`config.mk`:
```
export PLATFORM = sky130hd
export DESIGN_NAME = lid_front
export DESIGN_NICKNAME = d
export VERILOG_FILES = /design/src/rtl/lid_pkg.sv /design/src/rtl/lid_front.sv
export SDC_FILE = /design/constraint.sdc
export NUM_CORES = 1
export LEC_CHECK = 0
export BUFFER_PORTS_ARGS = -buffer_cell sky130_fd_sc_hd__clkbuf_2
export CORE_ASPECT_RATIO = 1.4
export CORE_MARGIN = 5
export CORE_UTILIZATION = 25
export CTS_CLUSTER_SIZE = 14
export DETAILED_ROUTE_END_ITERATION = 7
export GPL_TIMING_DRIVEN = 0
export PLACE_DENSITY_LB_ADDON = 0.1
export SETUP_SLACK_MARGIN = 0.5
export SLEW_MARGIN = 20
export SYNTH_ARGS = -nofsm -noshare
export SYNTH_HDL_FRONTEND = slang
export SYNTH_SLANG_ARGS = --single-unit
```
`constraint.sdc`:
```
create_clock -name clk -period 5.4 [get_ports clk]
set_clock_uncertainty 0.1 [all_clocks]
set_input_delay 0.27 -clock clk [delete_from_list [all_inputs] [get_ports clk]]
set_output_delay 0.27 -clock clk [all_outputs]
set_load 0.05 [all_outputs]
```
`src/rtl/lid_pkg.sv`:
```
package lid_pkg;

	// Defaults for the top-level parameters
	localparam int DEF_MAX_CHANNELS  = 8;
	localparam int DEF_SAMPLE_BITS   = 24;
	localparam int DEF_FRACTION_BITS = 24;

	// Fixed field widths
	localparam int RATIO_BITS     = 32;
	localparam int PHASE_BITS     = 32;
	localparam int COUNT_BITS     = 4;
	localparam int CFG_INDEX_BITS = 2;
	localparam int CFG_DATA_BITS  = 32;

	// Channel count after reset
	localparam logic [COUNT_BITS-1:0] COUNT_RESET = COUNT_BITS'(2);

	// Command queue between front and back
	localparam int FIFO_DEPTH    = 4;
	localparam int FIFO_PTR_BITS = $clog2(FIFO_DEPTH);

	// Configuration register indexes
	typedef enum logic [CFG_INDEX_BITS-1:0] {
		CFG_RATE_RATIO    = CFG_INDEX_BITS'(0),
		CFG_CHANNEL_COUNT = CFG_INDEX_BITS'(1)
	} cfg_reg_t;

	// Queue fill status
	typedef struct packed {
		logic full;
		logic empty;
	} fifo_status_t;

endpackage

```
`src/rtl/lid_front.sv`:
```
module lid_front #(
	parameter int MAX_CHANNELS  = lid_pkg::DEF_MAX_CHANNELS,
	parameter int SAMPLE_BITS   = lid_pkg::DEF_SAMPLE_BITS,
	parameter int FRACTION_BITS = lid_pkg::DEF_FRACTION_BITS,
	parameter int CH_W          = (MAX_CHANNELS > 1) ? $clog2(MAX_CHANNELS) : 1
) (
	input  logic                                 clk,
	input  logic                                 arst_n,
	input  logic                                 cfg_valid,
	input  logic [lid_pkg::CFG_INDEX_BITS-1:0]   cfg_index,
	input  logic [lid_pkg::CFG_DATA_BITS-1:0]    cfg_data,
	input  logic                                 in_valid,
	output logic                                 in_ready,
	input  logic signed [SAMPLE_BITS-1:0]        sample_in,
	output logic                                 op_valid,
	input  logic                                 op_ready,
	output logic signed [SAMPLE_BITS-1:0]        op_s0,
	output logic signed [SAMPLE_BITS:0]          op_diff,
	output logic [FRACTION_BITS-1:0]             op_frac,
	output logic [CH_W-1:0]                      op_chan,
	output logic                                 op_last
);

	localparam int RB = lid_pkg::RATIO_BITS;
	localparam int PB = lid_pkg::PHASE_BITS;
	localparam int NB = lid_pkg::COUNT_BITS;
	localparam int CLOG_MAX = $clog2(MAX_CHANNELS + 1);
	localparam int CW = ((NB > CLOG_MAX) ? NB : CLOG_MAX) + 1;
	localparam logic [PB:0] ONE = (PB+1)'(1) << FRACTION_BITS;

	logic [RB-1:0]                 rate_q;
	logic [NB-1:0]                 count_q;
	logic [PB-1:0]                 phase_q;
	logic [CH_W-1:0]               chan_q;
	logic                          primed_q;
	logic signed [SAMPLE_BITS-1:0] prev_q [MAX_CHANNELS];

	logic          lt_one;
	logic          emit;
	logic          accept;
	logic          last;
	logic [CW-1:0] cnt_ext;
	logic [CW-1:0] cnt_eff;
	logic [CW-1:0] next_ch;
	logic [PB:0]   ratio_eff;
	logic [PB+1:0] phase_sum;
	logic [PB+1:0] phase_next;

	// Classify the incoming word: does this frame produce output
	assign lt_one   = ({1'b0, phase_q} < ONE);
	assign emit     = primed_q && lt_one;
	assign in_ready = op_ready || !emit;
	assign accept   = in_valid && in_ready;
	assign op_valid = in_valid && emit;

	// Effective channel count, clamped to 1..MAX_CHANNELS
	assign cnt_ext = CW'(count_q);
	always_comb begin
		if (cnt_ext == '0) begin
			cnt_eff = CW'(1);
		end else if (cnt_ext > CW'(MAX_CHANNELS)) begin
			cnt_eff = CW'(MAX_CHANNELS);
		end else begin
			cnt_eff = cnt_ext;
		end
	end
	assign next_ch = CW'(chan_q) + CW'(1);
	assign last    = (next_ch >= cnt_eff);

	// Command word for the back end
	assign op_s0   = prev_q[chan_q];
	assign op_diff = {sample_in[SAMPLE_BITS-1], sample_in} - {op_s0[SAMPLE_BITS-1], op_s0};
	assign op_frac = phase_q[FRACTION_BITS-1:0];
	assign op_chan = chan_q;
	assign op_last = last;

	// Phase advance at frame end; ratio below 1.0 counts as 1.0
	assign ratio_eff = ({1'b0, rate_q} < ONE) ? ONE : {1'b0, rate_q};
	assign phase_sum = lt_one ? ({2'b0, phase_q} + {1'b0, ratio_eff}) : {2'b0, phase_q};
	assign phase_next = phase_sum - {1'b0, ONE};

	// Configuration registers
	always_ff @(posedge clk or negedge arst_n) begin
		if (!arst_n) begin
			rate_q  <= ONE[RB-1:0];
			count_q <= lid_pkg::COUNT_RESET;
		end else if (cfg_valid) begin
			case (cfg_index)
				lid_pkg::CFG_RATE_RATIO: begin
					rate_q <= cfg_data[RB-1:0];
				end
				lid_pkg::CFG_CHANNEL_COUNT: begin
					count_q <= cfg_data[NB-1:0];
				end
				default: begin
				end
			endcase
		end
	end

	// Stream state: phase, channel position, primed flag
	always_ff @(posedge clk or negedge arst_n) begin
		if (!arst_n) begin
			phase_q  <= '0;
			chan_q   <= '0;
			primed_q <= 1'b0;
		end else if (accept) begin
			if (last) begin
				if (primed_q) begin
					phase_q <= phase_next[PB-1:0];
				end
				primed_q <= 1'b1;
				chan_q   <= '0;
			end else begin
				chan_q <= next_ch[CH_W-1:0];
			end
		end
	end

	// Previous sample of each channel
	always_ff @(posedge clk or negedge arst_n) begin
		if (!arst_n) begin
			for (int i = 0; i < MAX_CHANNELS; i++) begin
				prev_q[i] <= '0;
			end
		end else if (accept) begin
			prev_q[chan_q] <= sample_in;
		end
	end

endmodule

```
==> metrics.md <==
| Metric | Value |
|---|---|
| Status | finished, final reports clean |
| Worst-path cell chain | clkbuf_16 > and3_4 > clkbuf_16 > clkbuf_16 > a22oi_2 > nand4_1 > buf_6 > ha_4 > fa_2 > nor2b_2 > o21a_2 > o21ai_4 > a211oi_4 > nor2_4 > o311ai_4 > o211ai_1 > nand2b_4 > a211oi_4 > buf_8 |
| Post-synth top area share | 44.8% |
| Yosys reg bits | 264 |
| Largest family of logic cells by synthesized area | multiplexers |
| Sequential share of the synthesized area | 45.1% |
| Total track usage | 15.9% |
| Worst R2R End | phase_q[30] |
| Yosys warnings | 0 |
| Design Area, Final | 19100 um2 |
| Mux contribution to synthesized area | 17.8% |
| Slew Viols, Final | 0 |
| Gr busiest metal | met2 |
| Die Ht | 296 um |
| Layout cells sized above 1 | 37.2% |
| Largest net degree at the start of global routing | 89 |
| Starting density of the core | 25.1% |
| Most used cell, CP | clkbuf_16 |
| Hold Startpoint | sample_in[3] |
| Slowest cell on the critical path | dfrtp_2 |
| Synth Area in Adders | 5.48% |
| Post-route setup slack | 0.398 ns |
| Flop2flop setup slack | 0.67 ns |
| Slew @ Worst Pin | 1.04 ns |
| Area growth from synthesis to layout | 30.1% |
| Post-synth EDFFs | 0 |
| Post-synth ARST share | 100% |
| Hold depth | 2 |
| Post-DP HPWL | 36600 um |
| Final nets | 1717 |
| Layout Utilization | 32.7% |
| Via Count | 11400 |
| Fmax | 200 MHz |
| Max incr delay on CP | 0.44 ns |
| Iteration count of the initial detailed-routing pass | 5 |
| Post-DP Area | 16500 um2 |
| Compound-Gate Fraction of Synth Area | 14.1% |
| Global routing usage on met2 | 30.2% |
| Area contributors post-synth | dfrtp_1 45%, mux2_2 17%, ha_1 5.2%, a22oi_1 5.0%, nand2_1 2.0% |
| Remaining global-route overflow | 0 |
| Clk sinks | 264 |
| Area of the mapped netlist | 14700 um2 |
| Syn_area_per_cell | 11.1 um2 |
| Max Cap Viol | 0 |
| Row count | 105 |
| Die W | 215 um |
| Worst Reg-to-Reg Cells | 15 |
| Startpoint types | flip-flop |
| Yosys top cell by area | dfrtp_1 |
| DRT Wirelength | 51100 um |
| Post-Synth XOR/XNOR Area | 2.63% |
| Fillcell total | 6040 |
| Syn Nets | 1447 |
| CP Data Arrival Time | 4.63 ns |
| First-pass GRT wire length | 77300 um |
| Via-to-Cell Ratio | 4.83 |
| Final Hold Viols | 0 |
| Initial antenna violation count | 0 |
| Crit Reg-Reg Startpoint | rate_q[30] |
| Hold Path Class | input port to flip-flop |
| Post-DRT Antenna Nets | 0 |
| Clock latency on the worst-skew pair | 0.53 ns |
| Setup_tns | 0 ns |
| Worst Path Max Fanout | 5 |
| Crit. End Element | primary output |
| Synth Flop Type | dfrtp_1 |
| Tcrit/Tclk final | 92.6% |
| CTS tree | built |
| Mapped Cells | 1321 |
| Synth Area in Simple Gates | 10.8% |
| GR met1 Demand/Resource | 17.8% |
| Place WS | -1.63 ns |
| Final setup vio count | 0 |
| Commonest cells after routing, fill and taps aside | 259 x dfrtp_1, 218 x mux2_2, 134 x clkbuf_2, 92 x a22oi_1, 74 x nand2_1 |
| Num CTS Buffers | 34 |
| Tmin final | 5.00 ns |
| Core ar. | 58300 um2 |
| Clk pin slew, worst setup/hold paths | 0.06 ns |
| RSZ-0062 raised after global routing | yes |
| Antenna cell count | 0 |
| Worst Setup Path Type | flip-flop to primary output |
| Yosys cell types | 73 |
| Wire length per cell | 21.6 um |
| Worst hold path endpoint | prev_q[51] |
| Root Driver | clkbuf_16 |
| Top-Level Pins | 142 |
| DRC | 0 |
| Relative slew slack | 29.9% |
| Drt initial violations | 568 |
| Number of H-tree levels | 2 |
| Die area | 63600 um2 |
| Vias in the first global route | 12300 |
| Commonest non-fill, non-tap cell in the layout | dfrtp_1 |
| GPL Wtd Cong | 0.798 |
| Clk buf depth | 3 |
| CP required | 5.03 ns |
| GR Util met3 | 2.74% |
| PortBufs | 141 |
-- logic make-up after synthesis --
kind of cell | Yosys count
xor+xnor | 44
flops | 264
compound gates | 295
fa+ha+maj | 63
simple gates | 290
buf+inv | 133
mux | 232
-- per-stage QoR --
stage / instances / hold WS (ns)
floorplan: 1321 / -0.126
global placement: 2211 / 0.370
detailed placement: 2214 / 0.176
CTS: 2347 / 0.00185
global route: 2363 / 0.0221
finish: 2363 / 0.0253
-- per-layer routing --
| layer | part of all wire (%) | routed length, um |
|---|---|---|
| met1 | 40 | 20500 |
| met5 | 0 | 0 |
| met2 | 53 | 27200 |
| met4 | 3.3 | 1710 |
| met3 | 3.2 | 1620 |
-- how the worst max path moves through the flow --
stage | from | to | slack, ns
finish | op_chan[1] | op_diff[22] | 0.40
global route | op_chan[0] | op_diff[22] | 0.24
CTS | op_chan[0] | op_diff[22] | 0.28
detailed placement | op_chan[2] | op_diff[23] | -1.63
global placement | arst_n | op_chan[0] | -2.77
floorplan | op_chan[2] | op_diff[23] | 0.46
-- synth_stat cells (5+ instances only) --
cell type and count:
a21o_1 25, mux2_2 218, o21ai_0 45, o211ai_1 8
a22oi_1 98, a21oi_1 45, or3_1 13, dfrtp_1 262
and3_1 11, o21a_1 9, buf_2 9, clkbuf_1 61
and2_1 33, xnor2_1 22, xor2_1 22, o31ai_1 6
nand2_1 77, and4_1 24, nor3_1 25, a211oi_1 8
nor2_1 39, mux2_1 13, nand3_1 16, nor4_1 5
inv_1 39, nand4_1 13, nand2b_1 10, ha_1 61
buf_4 24, nor2b_1 7
-- cell type report --
cell class	count	area, um2	share of cell area [%]
well taps	749	937	4.92
repair buffers	234	1670	8.75
flip-flops and latches	264	6610	34.7
clock inverters	10	68.8	0.361
plain buffers	94	754	3.96
multi-input cells	924	7880	41.3
clock buffers	49	998	5.24
inverters	39	146	0.768
-- sequential cells by signal, indices dropped and copies added, names as in the netlist --
register and cells:
primed_q 1, rate_q 32, count_q 4, phase_q 32, prev_q 192, op_chan 3
-- critical path: cells and delay by family (launching register included) --
family | cells | cell delay, ns
DFF | 1 | 0.44
adders and majority gates | 2 | 0.51
AOI/OAI and AO/OA | 7 | 1.59
and+or+nand+nor | 5 | 0.73
buffers and inverters | 5 | 0.81
-- timing repair --
item,CTS,global route
setup endpoints to repair,27,13
hold buffers,39,0
buffers inserted,33,16
cloned,2,0
endpoints found under the hold margin,118,0
gates resized for setup,131,33
pin swaps,26,20
Power is left out: the tool's default activity adds up to more than one toggle a clock period on the data nets, which glitch-free logic cannot reach.
