===== src/rtl/lid_pkg.sv =====
package lid_pkg;

	// Defaults for the top-level parameters
	localparam int DEF_MAX_CHANNELS  = 8;
	localparam int DEF_SAMPLE_BITS   = 24;
	localparam int DEF_FRACTION_BITS = 24;

	// Fixed field widths
	localparam int RATIO_BITS     = 32;
	localparam int PHASE_BITS     = 32;
	localparam int COUNT_BITS     = 4;
	localparam int CFG_INDEX_BITS = 2;
	localparam int CFG_DATA_BITS  = 32;

	// Channel count after reset
	localparam logic [COUNT_BITS-1:0] COUNT_RESET = COUNT_BITS'(2);

	// Command queue between front and back
	localparam int FIFO_DEPTH    = 4;
	localparam int FIFO_PTR_BITS = $clog2(FIFO_DEPTH);

	// Configuration register indexes
	typedef enum logic [CFG_INDEX_BITS-1:0] {
		CFG_RATE_RATIO    = CFG_INDEX_BITS'(0),
		CFG_CHANNEL_COUNT = CFG_INDEX_BITS'(1)
	} cfg_reg_t;

	// Queue fill status
	typedef struct packed {
		logic full;
		logic empty;
	} fifo_status_t;

endpackage


===== src/rtl/lid_fifo.sv =====
module lid_fifo #(
	parameter int WIDTH = 8
) (
	input  logic                    clk,
	input  logic                    arst_n,
	input  logic                    push_valid,
	output logic                    push_ready,
	input  logic [WIDTH-1:0]        push_data,
	output logic                    pop_valid,
	input  logic                    pop_ready,
	output logic [WIDTH-1:0]        pop_data,
	output lid_pkg::fifo_status_t   status
);

	localparam int DEPTH = lid_pkg::FIFO_DEPTH;
	localparam int PW    = lid_pkg::FIFO_PTR_BITS;

	logic [WIDTH-1:0] mem_q [DEPTH];
	logic [PW-1:0]    wr_q;
	logic [PW-1:0]    rd_q;
	logic [PW:0]      count_q;
	logic             push;
	logic             pop;

	// Status and handshake
	assign status.full  = (count_q == (PW+1)'(DEPTH));
	assign status.empty = (count_q == '0);
	assign push_ready   = !status.full;
	assign pop_valid    = !status.empty;
	assign push         = push_valid && push_ready;
	assign pop          = pop_valid && pop_ready;
	assign pop_data     = mem_q[rd_q];

	// Storage
	always_ff @(posedge clk) begin
		if (push) begin
			mem_q[wr_q] <= push_data;
		end
	end

	// Pointers and fill count
	always_ff @(posedge clk or negedge arst_n) begin
		if (!arst_n) begin
			wr_q    <= '0;
			rd_q    <= '0;
			count_q <= '0;
		end else begin
			if (push) begin
				wr_q <= wr_q + PW'(1);
			end
			if (pop) begin
				rd_q <= rd_q + PW'(1);
			end
			if (push && !pop) begin
				count_q <= count_q + (PW+1)'(1);
			end else if (pop && !push) begin
				count_q <= count_q - (PW+1)'(1);
			end
		end
	end

endmodule


===== config.mk =====
export PLATFORM = sky130hd
export DESIGN_NAME = lid_fifo
export DESIGN_NICKNAME = d
export VERILOG_FILES = /design/src/rtl/lid_pkg.sv /design/src/rtl/lid_fifo.sv
export SDC_FILE = /design/constraint.sdc
export NUM_CORES = 1
export LEC_CHECK = 0
export BUFFER_PORTS_ARGS = -buffer_cell sky130_fd_sc_hd__clkbuf_2
export CORE_MARGIN = 10
export CORE_UTILIZATION = 30
export DETAILED_ROUTE_END_ITERATION = 10
export PLACE_DENSITY = 0.44
export SLEW_MARGIN = 20
export SYNTH_ARGS = -nofsm -noshare
export SYNTH_HDL_FRONTEND = slang
export SYNTH_SLANG_ARGS = --single-unit

===== constraint.sdc =====
create_clock -name clk -period 2.4 [get_ports clk]
set_clock_uncertainty 0.2 [all_clocks]
set_input_delay 0.36 -clock clk [delete_from_list [all_inputs] [get_ports clk]]
set_output_delay 0.36 -clock clk [all_outputs]
set_load 0.01 [all_outputs]

==> metrics.csv, run 1 <==
stage;metric;value;unit
floorplanning;Core Rows;26;
placement;gpl congestion;0.682;
setup_path;Worst Setup EP;count_q[2]$_DFFE_PN0P_;
clock_network;Root Driver;clkbuf_8;
timing;Max Fclk;441;MHz
power_and_ir_drop;Pleak;0.726;nW
timing;Setup Viol. Count Final;0;
final_layout;# fillers;509;
setup_path;reg-to-reg startpoint;count_q[1]$_DFFE_PN0P_;
setup_path;CP Launch Point;count_q[1]$_DFFE_PN0P_;
power_and_ir_drop;Peak VDD IR;644;µV
final_layout;Ant. Diodes;0;
setup_path;CP Max Fanout;4;
timing;fin. max-slew vios;0;
route;drt drc;0;
power_and_ir_drop;Power Dens Cells;1190;mW/mm²
clock_network;number of buffers created by CTS;5;
job;max-cap violations;0;
logic_synthesis;Synth Area in Compound Gates;0;
timing;worst rel slew slack;0.689;
timing;Least-Margin Pin Slew;0.467;ns
global_routing;vias in the first global route;844;
logic_synthesis;Simple-Gate Fraction of Synth Area;0.0472;
setup_path;CP arrival;2.28;ns
logic_synthesis;post-synthesis mux area share;0.130;
placement;HPWL after detailed placement;2.01;mm
logic_synthesis;synthesized area;0.00159;mm²
logic_synthesis;largest family of logic cells by synthesized area;multiplexers;
timing;Final Cycle Share;0.944;
final_layout;share of layout cells above drive strength 1;0.464;
global_routing;pin count of the biggest net entering global routing;13;
min_path;Hold Startpoint;push_data[2];
setup_path;critical path required time;2.41;ns
timing;Setup TNS Final;0;ns
final_layout;commonest non-fill, non-tap cells in the layout;edfxtp_1, clkbuf_2, mux4_2, dfrtp_1, clkbuf_8;
timing;final hold viol count;0;
global_routing;initial antenna violation count;0;
clock_network;clk slew on worst S/H paths;0.07;ns
clock_network;number of H-tree levels;2;
floorplanning;Die Height;92.8;µm
logic_synthesis;sequential share of the synthesized area;0.714;
logic_synthesis;Ys Warns;0;
route;Initial DRT Pass Iterations;3;
placement;count of input and output buffers;23;
clock_network;clk sinks;39;
logic_synthesis;adder-cell share of the synthesized area;0.0519;
clock_network;TritonCTS clock tree;yes;
final_layout;Syn-to-layout area delta;19.3;%
final_layout;Post-layout nets;129;
floorplanning;die width;92.8;µm
global_routing;GRT Total Usage;0.0715;
route;antenna-violating nets left;0;
logic_synthesis;Netlist cell types;22;
global_routing;gr ovfl total;0;
placement;pre-CTS WS;0.128;ns
setup_path;FF-to-FF path depth;8;
timing;PnR worst setup slack;0.135;ns
floorplanning;DIE AREA;0.00862;mm²
timing;Tmin final;2.27;ns
timing;RSZ-0062 raised after global routing;no;
floorplanning;Initial Utilization;0.310;
route;Avg WL per Cell;15.7;µm
global_routing;global-route wire length before repair;4.54;mm
setup_path;worst r2r dst;count_q[2]$_DFFE_PN0P_;
setup_path;CP endpoint kind;register;
final_layout;commonest non-fill, non-tap cell in the layout;edfxtp_1;
floorplanning;I/O pins;24;
logic_synthesis;syn_area_per_cell;19.9;µm²
route;DR vias;759;
min_path;HP Class;primary input to register;
floorplanning;total core area;0.00514;mm²
logic_synthesis;synthesized flop and latch total;39;
route;Vias/cell;4.17;
setup_path;crit path kind;register to register;
setup_path;crit start category;register;
clock_network;clock buffer depth;2;
clock_network;Skew-Pair Late Insertion Delay;0.28;ns
outcome;outcome;finished clean;
route;WL final;2.86;mm
setup_path;flop-to-flop setup slack;0.13;ns
logic_synthesis;xor and xnor area share after synthesis;0.0330;
route;1st-iter DRT viols;44;
logic_synthesis;post-synth net total;98;
clock_network;post-cts sizing count;0;
logic_synthesis;Synth Instances;80;
[repair_timing]
item                      CTS  global route
hold buffers                1             0
hold endpoints to repair    7             0
buffers inserted            0             0
[metrics by stage]
stage | instances | hold WS (ns) | total power [mW] | area (µm²) | util
final | 182 | 0.0854 | 2.26 | 1900 | 0.369
after global routing | 182 | 0.0921 | 2.42 | 1900 | 0.369
after CTS | 182 | 0.0817 | 2.31 | 1900 | 0.369
after detailed placement | 173 | 0.0206 | 1.85 | 1800 | 0.350
after global placement | 173 | 0.0126 | 1.84 | 1800 | 0.350
after floorplan | 80 | -0.136 | 1.57 | 1590 | -
[worst max-delay path, stage by stage (launching register included)]
cell and delay (ns):
dfrtp_1 0.43, or3_4 0.42, nand2_1 0.11, ha_1 0.19, inv_1 0.06, fa_1 0.38, xor2_1 0.15, nor2_1 0.11
xor2_1 0.15
[cell type report]
class                   count  area, µm²  area share
flip-flops and latches     39       1140       0.599
multi-input cells          33        417       0.220
repair buffers             27        148      0.0778
well taps                  70       87.6      0.0461
clock buffers               7       86.3      0.0455
inverters                   5       18.8     0.00989
clock inverters             1       5.00     0.00264
[Yosys cell counts]
master,count,share of area
mux2_4,1,0.0094
clkbuf_1,1,0.0024
or3_4,1,0.0071
nor2b_2,1,0.0055
nor2_2,1,0.0039
inv_2,1,0.0024
nor2_1,1,0.0024
xor2_1,2,0.011
nand2_1,1,0.0024
and2_2,4,0.019
xnor2_1,4,0.022
fa_1,1,0.013
nand2_2,1,0.0039
nand3_1,1,0.0031
ha_1,5,0.039
buf_2,1,0.0031
inv_1,4,0.0094
mux4_2,8,0.11
edfxtp_1,32,0.60
buf_6,1,0.0071
mux2_2,1,0.0071
dfrtp_1,7,0.11
[how the worst min path moves through the flow]
stage          cells past startpoint                      to  slack [ns]
2_1_floorplan                      0  count_q[0]$_DFFE_PN0P_       -0.14
3_3_place_gp                       1     wr_q[0]$_DFFE_PN0P_        0.01
3_5_place_dp                       1  count_q[2]$_DFFE_PN0P_        0.02
4_1_cts                            1   mem_q[1][2]$_DFFE_PP_        0.08
5_1_grt                            1   mem_q[1][2]$_DFFE_PP_        0.09
6_report                           1   mem_q[1][2]$_DFFE_PP_        0.09
[logic make-up after synthesis]
| group | count (synthesis) |
|---|---|
| flops | 39 |
| simple gates | 11 |
| mux | 10 |
| buf+inv | 8 |
| xor+xnor | 6 |
| fa+ha+maj | 6 |
[where the power goes]
group	switching (mW)	total, mW	internal (mW)
logic	0.379	0.782	0.403
registers	0.112	1.03	0.918
clock network	0.216	0.447	0.232
total	0.707	2.26	1.55
[state kept, by name, summed over array words and instances (netlist names)]
register / count
mem_q: 32
rd_q: 2
count_q: 3
wr_q: 2
[per-layer routing]
layer  GRT usage  vias up  share of wire
met5           0        -              0
met3      0.0315        7          0.062
met1      0.0807      380           0.42
li1            -      356              -
met4      0.0424        0          0.022
met2       0.110       16           0.50
(Power assumes the default switching activity.)
==> run 2, diff against run 1 <==
==> constraint.sdc (replaced) <==
create_clock -name clk -period 2.4 [get_ports clk]
set_clock_uncertainty 0.2 [all_clocks]
set_input_delay 0.12 -clock clk [delete_from_list [all_inputs] [get_ports clk]]
set_output_delay 0.12 -clock clk [all_outputs]
set_load 0.01 [all_outputs]
==> metrics.csv, run 2 (synthesis gave the netlist of run 1 again) <==
stage;metric;value;unit;change
outcome;outcome;finished clean;;
timing;Tmin final;2.25;ns;-0.0158 ns
setup_path;Worst path top cell family by delay;simple AND/OR/NAND/NOR gates;;
final_layout;commonest non-fill, non-tap cell in the layout;edfxtp_1;;
route;DR vias;786;;+3.6%
placement;count of input and output buffers;23;;unchanged
global_routing;initial antenna violation count;0;;unchanged
global_routing;gr ovfl total;0;;unchanged
power_and_ir_drop;Peak VDD IR;550;µV;-15%
route;Vias/cell;4.14;;-0.80%
clock_network;Root Driver;clkbuf_8;;
global_routing;global-route wire length before repair;4.67;mm;+2.9%
global_routing;vias in the first global route;865;;+2.5%
setup_path;Crit-path slowest cell;dfrtp_1;;
global_routing;pin count of the biggest net entering global routing;13;;unchanged
setup_path;CP arrival;2.27;ns;about the same
power_and_ir_drop;Power Dens Cells;1140;mW/mm²;-4.4%
clock_network;TritonCTS clock tree;yes;;
clock_network;number of buffers created by CTS;5;;unchanged
timing;Setup TNS Final;0;ns;unchanged
placement;gpl congestion;0.678;;-0.60%
final_layout;Post-layout nets;137;;+6.2%
setup_path;flop-to-flop setup slack;0.15;ns;+0.02 ns
setup_path;worst path buffer plus inverter count;1;;unchanged
global_routing;GRT Total Usage;0.0725;;+0.000983
final_layout;Syn-to-layout area delta;24.4;%;
route;1st-iter DRT viols;61;;+39%
clock_network;clock buffer depth;2;;unchanged
floorplanning;Die Height;92.8;µm;unchanged
setup_path;critical path required time;2.42;ns;about the same
final_layout;commonest non-fill, non-tap cells in the layout;edfxtp_1, clkbuf_2, dlygate4sd3_1, mux4_2, dfrtp_1;;
final_layout;# fillers;510;;+0.20%
timing;Setup Viol. Count Final;0;;unchanged
timing;Fin Hold WS;0.00535;ns;-0.0801 ns
timing;final hold viol count;0;;unchanged
min_path;HP Class;primary input to async pin;;
setup_path;crit-path cells;or3_4 > nand2_1 > ha_1 > inv_1 > fa_1 > xor2_1 > nor2_1 > xor2_1;;
timing;Max Fclk;445;MHz;+0.70%
setup_path;CP Max Fanout;4;;unchanged
setup_path;crit start category;register;;
setup_path;slowest stage delay, CP;0.44;ns;about the same
route;Avg WL per Cell;15.1;µm;-3.4%
setup_path;crit path kind;register to register;;
clock_network;clk slew on worst S/H paths;0.07;ns;about the same
floorplanning;DIE AREA;0.00862;mm²;unchanged
floorplanning;Core Rows;26;;unchanged
final_layout;Top reg by flops;mem_q;;
final_layout;max reg flops;32;;unchanged
floorplanning;Initial Utilization;0.310;;unchanged
clock_network;number of H-tree levels;2;;unchanged
timing;Least-Margin Pin Slew;0.448;ns;-0.0190 ns
route;drt drc;0;;unchanged
setup_path;CP endpoint kind;register;;
floorplanning;die width;92.8;µm;unchanged
clock_network;Skew-Pair Late Insertion Delay;0.29;ns;about the same
route;WL final;2.88;mm;+0.81%
clock_network;clk sinks;39;;unchanged
placement;HPWL after detailed placement;1.99;mm;-1.2%
timing;RSZ-0062 raised after global routing;no;;
timing;fin. max-slew vios;0;;unchanged
floorplanning;I/O pins;24;;unchanged
setup_path;most used cell, CP;xor2_1;;
timing;Final Cycle Share;0.937;;-0.00658
power_and_ir_drop;Pleak;0.758;nW;+4.5%
final_layout;Ant. Diodes;0;;unchanged
timing;worst rel slew slack;0.701;;+0.0127
final_layout;share of layout cells above drive strength 1;0.425;;-0.0393
floorplanning;total core area;0.00514;mm²;unchanged
route;antenna-violating nets left;0;;unchanged
route;Initial DRT Pass Iterations;4;;+1
final_layout;Top Registers;mem_q: 32 flops, count_q: 3 flops;;
job;max-cap violations;0;;unchanged
-- run 2: per-stage QoR --
stage | power (mW) | utilization | setup slack (ns) | std cells | cell area (µm²)
after floorplan | 1.57 | - | 0.213 | 80 | 1590
after global placement | 1.83 | 0.348 | 0.200 | 172 | 1790
after detailed placement | 1.84 | 0.348 | 0.129 | 172 | 1790
after CTS | 2.30 | 0.385 | 0.139 | 190 | 1980
after global routing | 2.42 | 0.385 | 0.0414 | 190 | 1980
final | 2.25 | 0.385 | 0.150 | 190 | 1980
-- run 2: path summary, 6_finish.rpt --
check                                       start                      to  depth (start not counted)
hold / removal                             arst_n  count_q[2]$_DFFE_PN0P_                          2
hold reg to reg            count_q[2]$_DFFE_PN0P_  count_q[2]$_DFFE_PN0P_                          1
setup / recovery           count_q[0]$_DFFE_PN0P_  count_q[2]$_DFFE_PN0P_                          8
max in group asynchronous                  arst_n     rd_q[1]$_DFFE_PN0P_                          2
min in group clk                       push_valid     wr_q[0]$_DFFE_PN0P_                          4
setup reg to reg           count_q[0]$_DFFE_PN0P_  count_q[2]$_DFFE_PN0P_                          8
-- run 2: power by group --
| group | internal, mW | switching (mW) |
|---|---|---|
| Combinational | 0.399 | 0.359 |
| Sequential | 0.918 | 0.131 |
| Clock | 0.232 | 0.215 |
| Total | 1.55 | 0.706 |
-- run 2: area by class of cell --
| cell class | instances | area (µm²) | share of cell area |
|---|---|---|---|
| clock inverter | 1 | 5.00 | 0.00253 |
| clock buffer | 7 | 86.3 | 0.0436 |
| inverter | 5 | 18.8 | 0.00948 |
| sequential | 39 | 1140 | 0.574 |
| timing repair buffer | 35 | 230 | 0.116 |
| tap | 70 | 87.6 | 0.0442 |
| multi-input combinational | 33 | 417 | 0.210 |
-- run 2: repair_timing --
| item | in CTS | in global routing |
|---|---|---|
| buffers inserted | 0 | 0 |
| resized for setup | 0 | 0 |
| hold buffers | 10 | 0 |
| hold endpoints to repair | 41 | 0 |
-- run 2: worst reg2reg max path: cells and delay by family (launching register included) --
family,cells,cell delay (ns)
xor gates and xnor gates,2,0.30
adders and majority gates,2,0.56
and+or+nand+nor,3,0.63
buffers and inverters,1,0.06
DFF,1,0.44
-- run 2: layer usage --
layer | wire (µm) | GRT usage
met2 | 1410 | 0.114
met1 | 1250 | 0.0816
met4 | 42 | 0.0308
met3 | 172 | 0.0363
met5 | 0 | 0
==> run 3, diff against run 2 <==
- PLACE_DENSITY: 0.44 -> 0.46
- clock period: 2.4 -> 1.9 ns (I/O delays scaled with it)
==> metrics.csv, run 3 (synthesis gave the netlist of run 1 again) <==
stage;metric;value;unit;change
floorplanning;Core Rows;26;;unchanged
setup_path;Worst Setup EP;count_q[2]$_DFFE_PN0P_;;
route;Initial DRT Pass Iterations;4;;unchanged
power_and_ir_drop;Sequential Power Share;0.423;;-0.043
floorplanning;Die Height;92.8;µm;unchanged
timing;Setup Viol. Count Final;2;;+2
setup_path;CP arrival;2.07;ns;-0.20 ns
setup_path;CP Max Fanout;3;;-1
placement;count of input and output buffers;23;;unchanged
setup_path;slowest stage delay, CP;0.41;ns;-0.03 ns
final_layout;commonest non-fill, non-tap cells in the layout;edfxtp_1, clkbuf_2, buf_4, dlygate4sd3_1, mux4_2;;
timing;PnR worst setup slack;-0.150;ns;-0.300 ns
clock_network;number of buffers created by CTS;5;;unchanged
power_and_ir_drop;Comb pwr share;0.396;;+0.060
timing;worst rel slew slack;0.697;;-0.00432
timing;fin. max-slew vios;0;;unchanged
floorplanning;I/O pins;24;;unchanged
final_layout;post-route insts no fill;203;;+6.8%
setup_path;most used cell, CP;xor2_1;;
route;antenna-violating nets left;0;;unchanged
global_routing;GRT Total Usage;0.0725;;about the same
route;1st-iter DRT viols;74;;+21%
timing;RSZ-0062 raised after global routing;yes;;
setup_path;worst r2r dst;count_q[2]$_DFFE_PN0P_;;
power_and_ir_drop;Clk pwr share;0.182;;-0.016
setup_path;Stages on worst setup path;8;;unchanged
route;drt drc;0;;unchanged
floorplanning;Initial Utilization;0.310;;unchanged
timing;Setup TNS Final;-0.298;ns;-0.298 ns
route;Vias/cell;4.26;;+3.0%
final_layout;Syn-to-layout area delta;32.5;%;
floorplanning;DIE AREA;0.00862;mm²;unchanged
global_routing;pin count of the biggest net entering global routing;14;;+1
final_layout;Top Registers;mem_q: 32 flops, count_q: 3 flops;;
setup_path;crit path kind;register to register;;
timing;Final Cycle Share;1.08;;+0.141
setup_path;Crit-path slowest cell;dfrtp_1;;
floorplanning;total core area;0.00514;mm²;unchanged
power_and_ir_drop;Power Dens Cells;1440;mW/mm²;+26%
floorplanning;die width;92.8;µm;unchanged
setup_path;CP endpoint kind;register;;
power_and_ir_drop;Pint;2.07;mW;+34%
clock_network;clock buffer depth;2;;unchanged
power_and_ir_drop;switching power;0.962;mW;+36%
final_layout;max reg flops;32;;unchanged
power_and_ir_drop;Design Power;3.03;mW;+35%
timing;Max Fclk;488;MHz;+9.7%
final_layout;Ant. Diodes;0;;unchanged
timing;Least-Margin Pin Slew;0.454;ns;+0.00648 ns
outcome;outcome;finished, violations left;;
clock_network;clk slew on worst S/H paths;0.07;ns;about the same
timing;final hold viol count;0;;unchanged
global_routing;gr ovfl total;0;;unchanged
final_layout;# fillers;512;;+0.39%
global_routing;global-route wire length before repair;4.71;mm;+0.73%
placement;gpl congestion;0.700;;+3.2%
global_routing;initial antenna violation count;0;;unchanged
job;max-cap violations;0;;unchanged
route;Avg WL per Cell;14.3;µm;-5.9%
route;DR vias;865;;+10%
setup_path;FF-to-FF path depth;8;;unchanged
clock_network;number of H-tree levels;2;;unchanged
setup_path;crit start category;register;;
setup_path;flop-to-flop setup slack;-0.15;ns;-0.30 ns
route;WL final;2.89;mm;+0.52%
setup_path;reg-to-reg startpoint;count_q[0]$_DFFE_PN0P_;;
clock_network;clk sinks;39;;unchanged
setup_path;crit-path cells;or3_4 > nand2_4 > ha_4 > inv_2 > fa_2 > xor2_1 > nor2_1 > xor2_1;;
setup_path;CP Launch Point;count_q[0]$_DFFE_PN0P_;;
power_and_ir_drop;Peak VDD IR;588;µV;+6.8%
final_layout;Top reg by flops;mem_q;;
timing;Tmin final;2.05;ns;-0.200 ns
power_and_ir_drop;Sw Ratio;0.317;;+0.00406
clock_network;Root Driver;clkbuf_8;;
power_and_ir_drop;Pleak;0.824;nW;+8.7%
global_routing;vias in the first global route;923;;+6.7%
outcome;failing checks;setup timing;;
placement;pre-CTS WS;-0.162;ns;-0.292 ns
placement;HPWL after detailed placement;1.99;mm;about the same
clock_network;TritonCTS clock tree;yes;;
placement;placed instance count;179;;+4.1%
final_layout;share of layout cells above drive strength 1;0.504;;+0.0788
final_layout;commonest non-fill, non-tap cell in the layout;edfxtp_1;;
setup_path;worst path buffer plus inverter count;1;;unchanged
final_layout;Post-layout nets;150;;+9.5%
clock_network;Skew-Pair Late Insertion Delay;0.29;ns;about the same
setup_path;Worst path top cell family by delay;simple AND/OR/NAND/NOR gates;;
min_path;HP Class;primary input to register;;
setup_path;critical path required time;1.92;ns;-0.50 ns
-- run 3: routing by layer --
layer / GRT usage / vias to the layer above / share of wire
li1: - / 401 / -
met1: 0.0840 / 437 / 0.44
met2: 0.112 / 21 / 0.48
met3: 0.0379 / 6 / 0.060
met4: 0.0270 / 0 / 0.016
met5: 0 / - / 0
-- run 3: layout make-up --
class / instances / area, µm² / area share
clock buffers: 5 / 68.8 / 0.0326
flip-flops and latches: 39 / 1140 / 0.539
clock inverters: 3 / 20.0 / 0.00949
multi-input cells: 33 / 448 / 0.212
well taps: 70 / 87.6 / 0.0415
inverters: 5 / 18.8 / 0.00890
repair buffers: 48 / 330 / 0.157
-- run 3: how the worst min path moves through the flow --
stage / from / to / slack, ns / depth (start not counted)
detailed placement: arst_n / count_q[1]$_DFFE_PN0P_ / -0.25 / 1
finish: pop_ready / count_q[0]$_DFFE_PN0P_ / 0.05 / 4
CTS: pop_ready / count_q[0]$_DFFE_PN0P_ / 0.03 / 4
global placement: arst_n / count_q[0]$_DFFE_PN0P_ / -0.25 / 1
floorplan: arst_n / count_q[0]$_DFFE_PN0P_ / -0.40 / 0
global route: pop_ready / count_q[0]$_DFFE_PN0P_ / 0.05 / 4
-- run 3: repair_timing --
action | in CTS | in global routing
gates resized for setup | 1 | 1
cloned | 0 | 0
setup buffers | 3 | 2
endpoints found under the hold margin | 40 | 0
pin swaps | 1 | 0
endpoints found under the setup margin | 2 | 34
hold buffers | 11 | 0
-- run 3: tightest hold or removal path: stages --
cell and delay [ns]:
clkbuf_2 0.11, nand2_4 0.08, ha_4 0.14, xnor2_1 0.07
-- run 3: power groups by stage --
stage	Sequential [mW]	Clock (mW)	Combinational, mW
2_1_floorplan	1.25	0	0.753
3_3_place_gp	1.30	0	1.12
3_5_place_dp	1.31	0	1.14
4_1_cts	1.29	0.565	1.22
5_1_grt	1.31	0.615	1.32
6_report	1.28	0.551	1.20
-- run 3: stage by stage --
step | hold WS, ns | area [µm²] | utilization
after detailed placement | -0.251 | 1860 | 0.363
final | 0.0462 | 2110 | 0.410
after global routing | 0.0501 | 2110 | 0.410
after CTS | 0.0335 | 2090 | 0.407
after floorplan | -0.401 | 1610 | -
after global placement | -0.255 | 1860 | 0.363
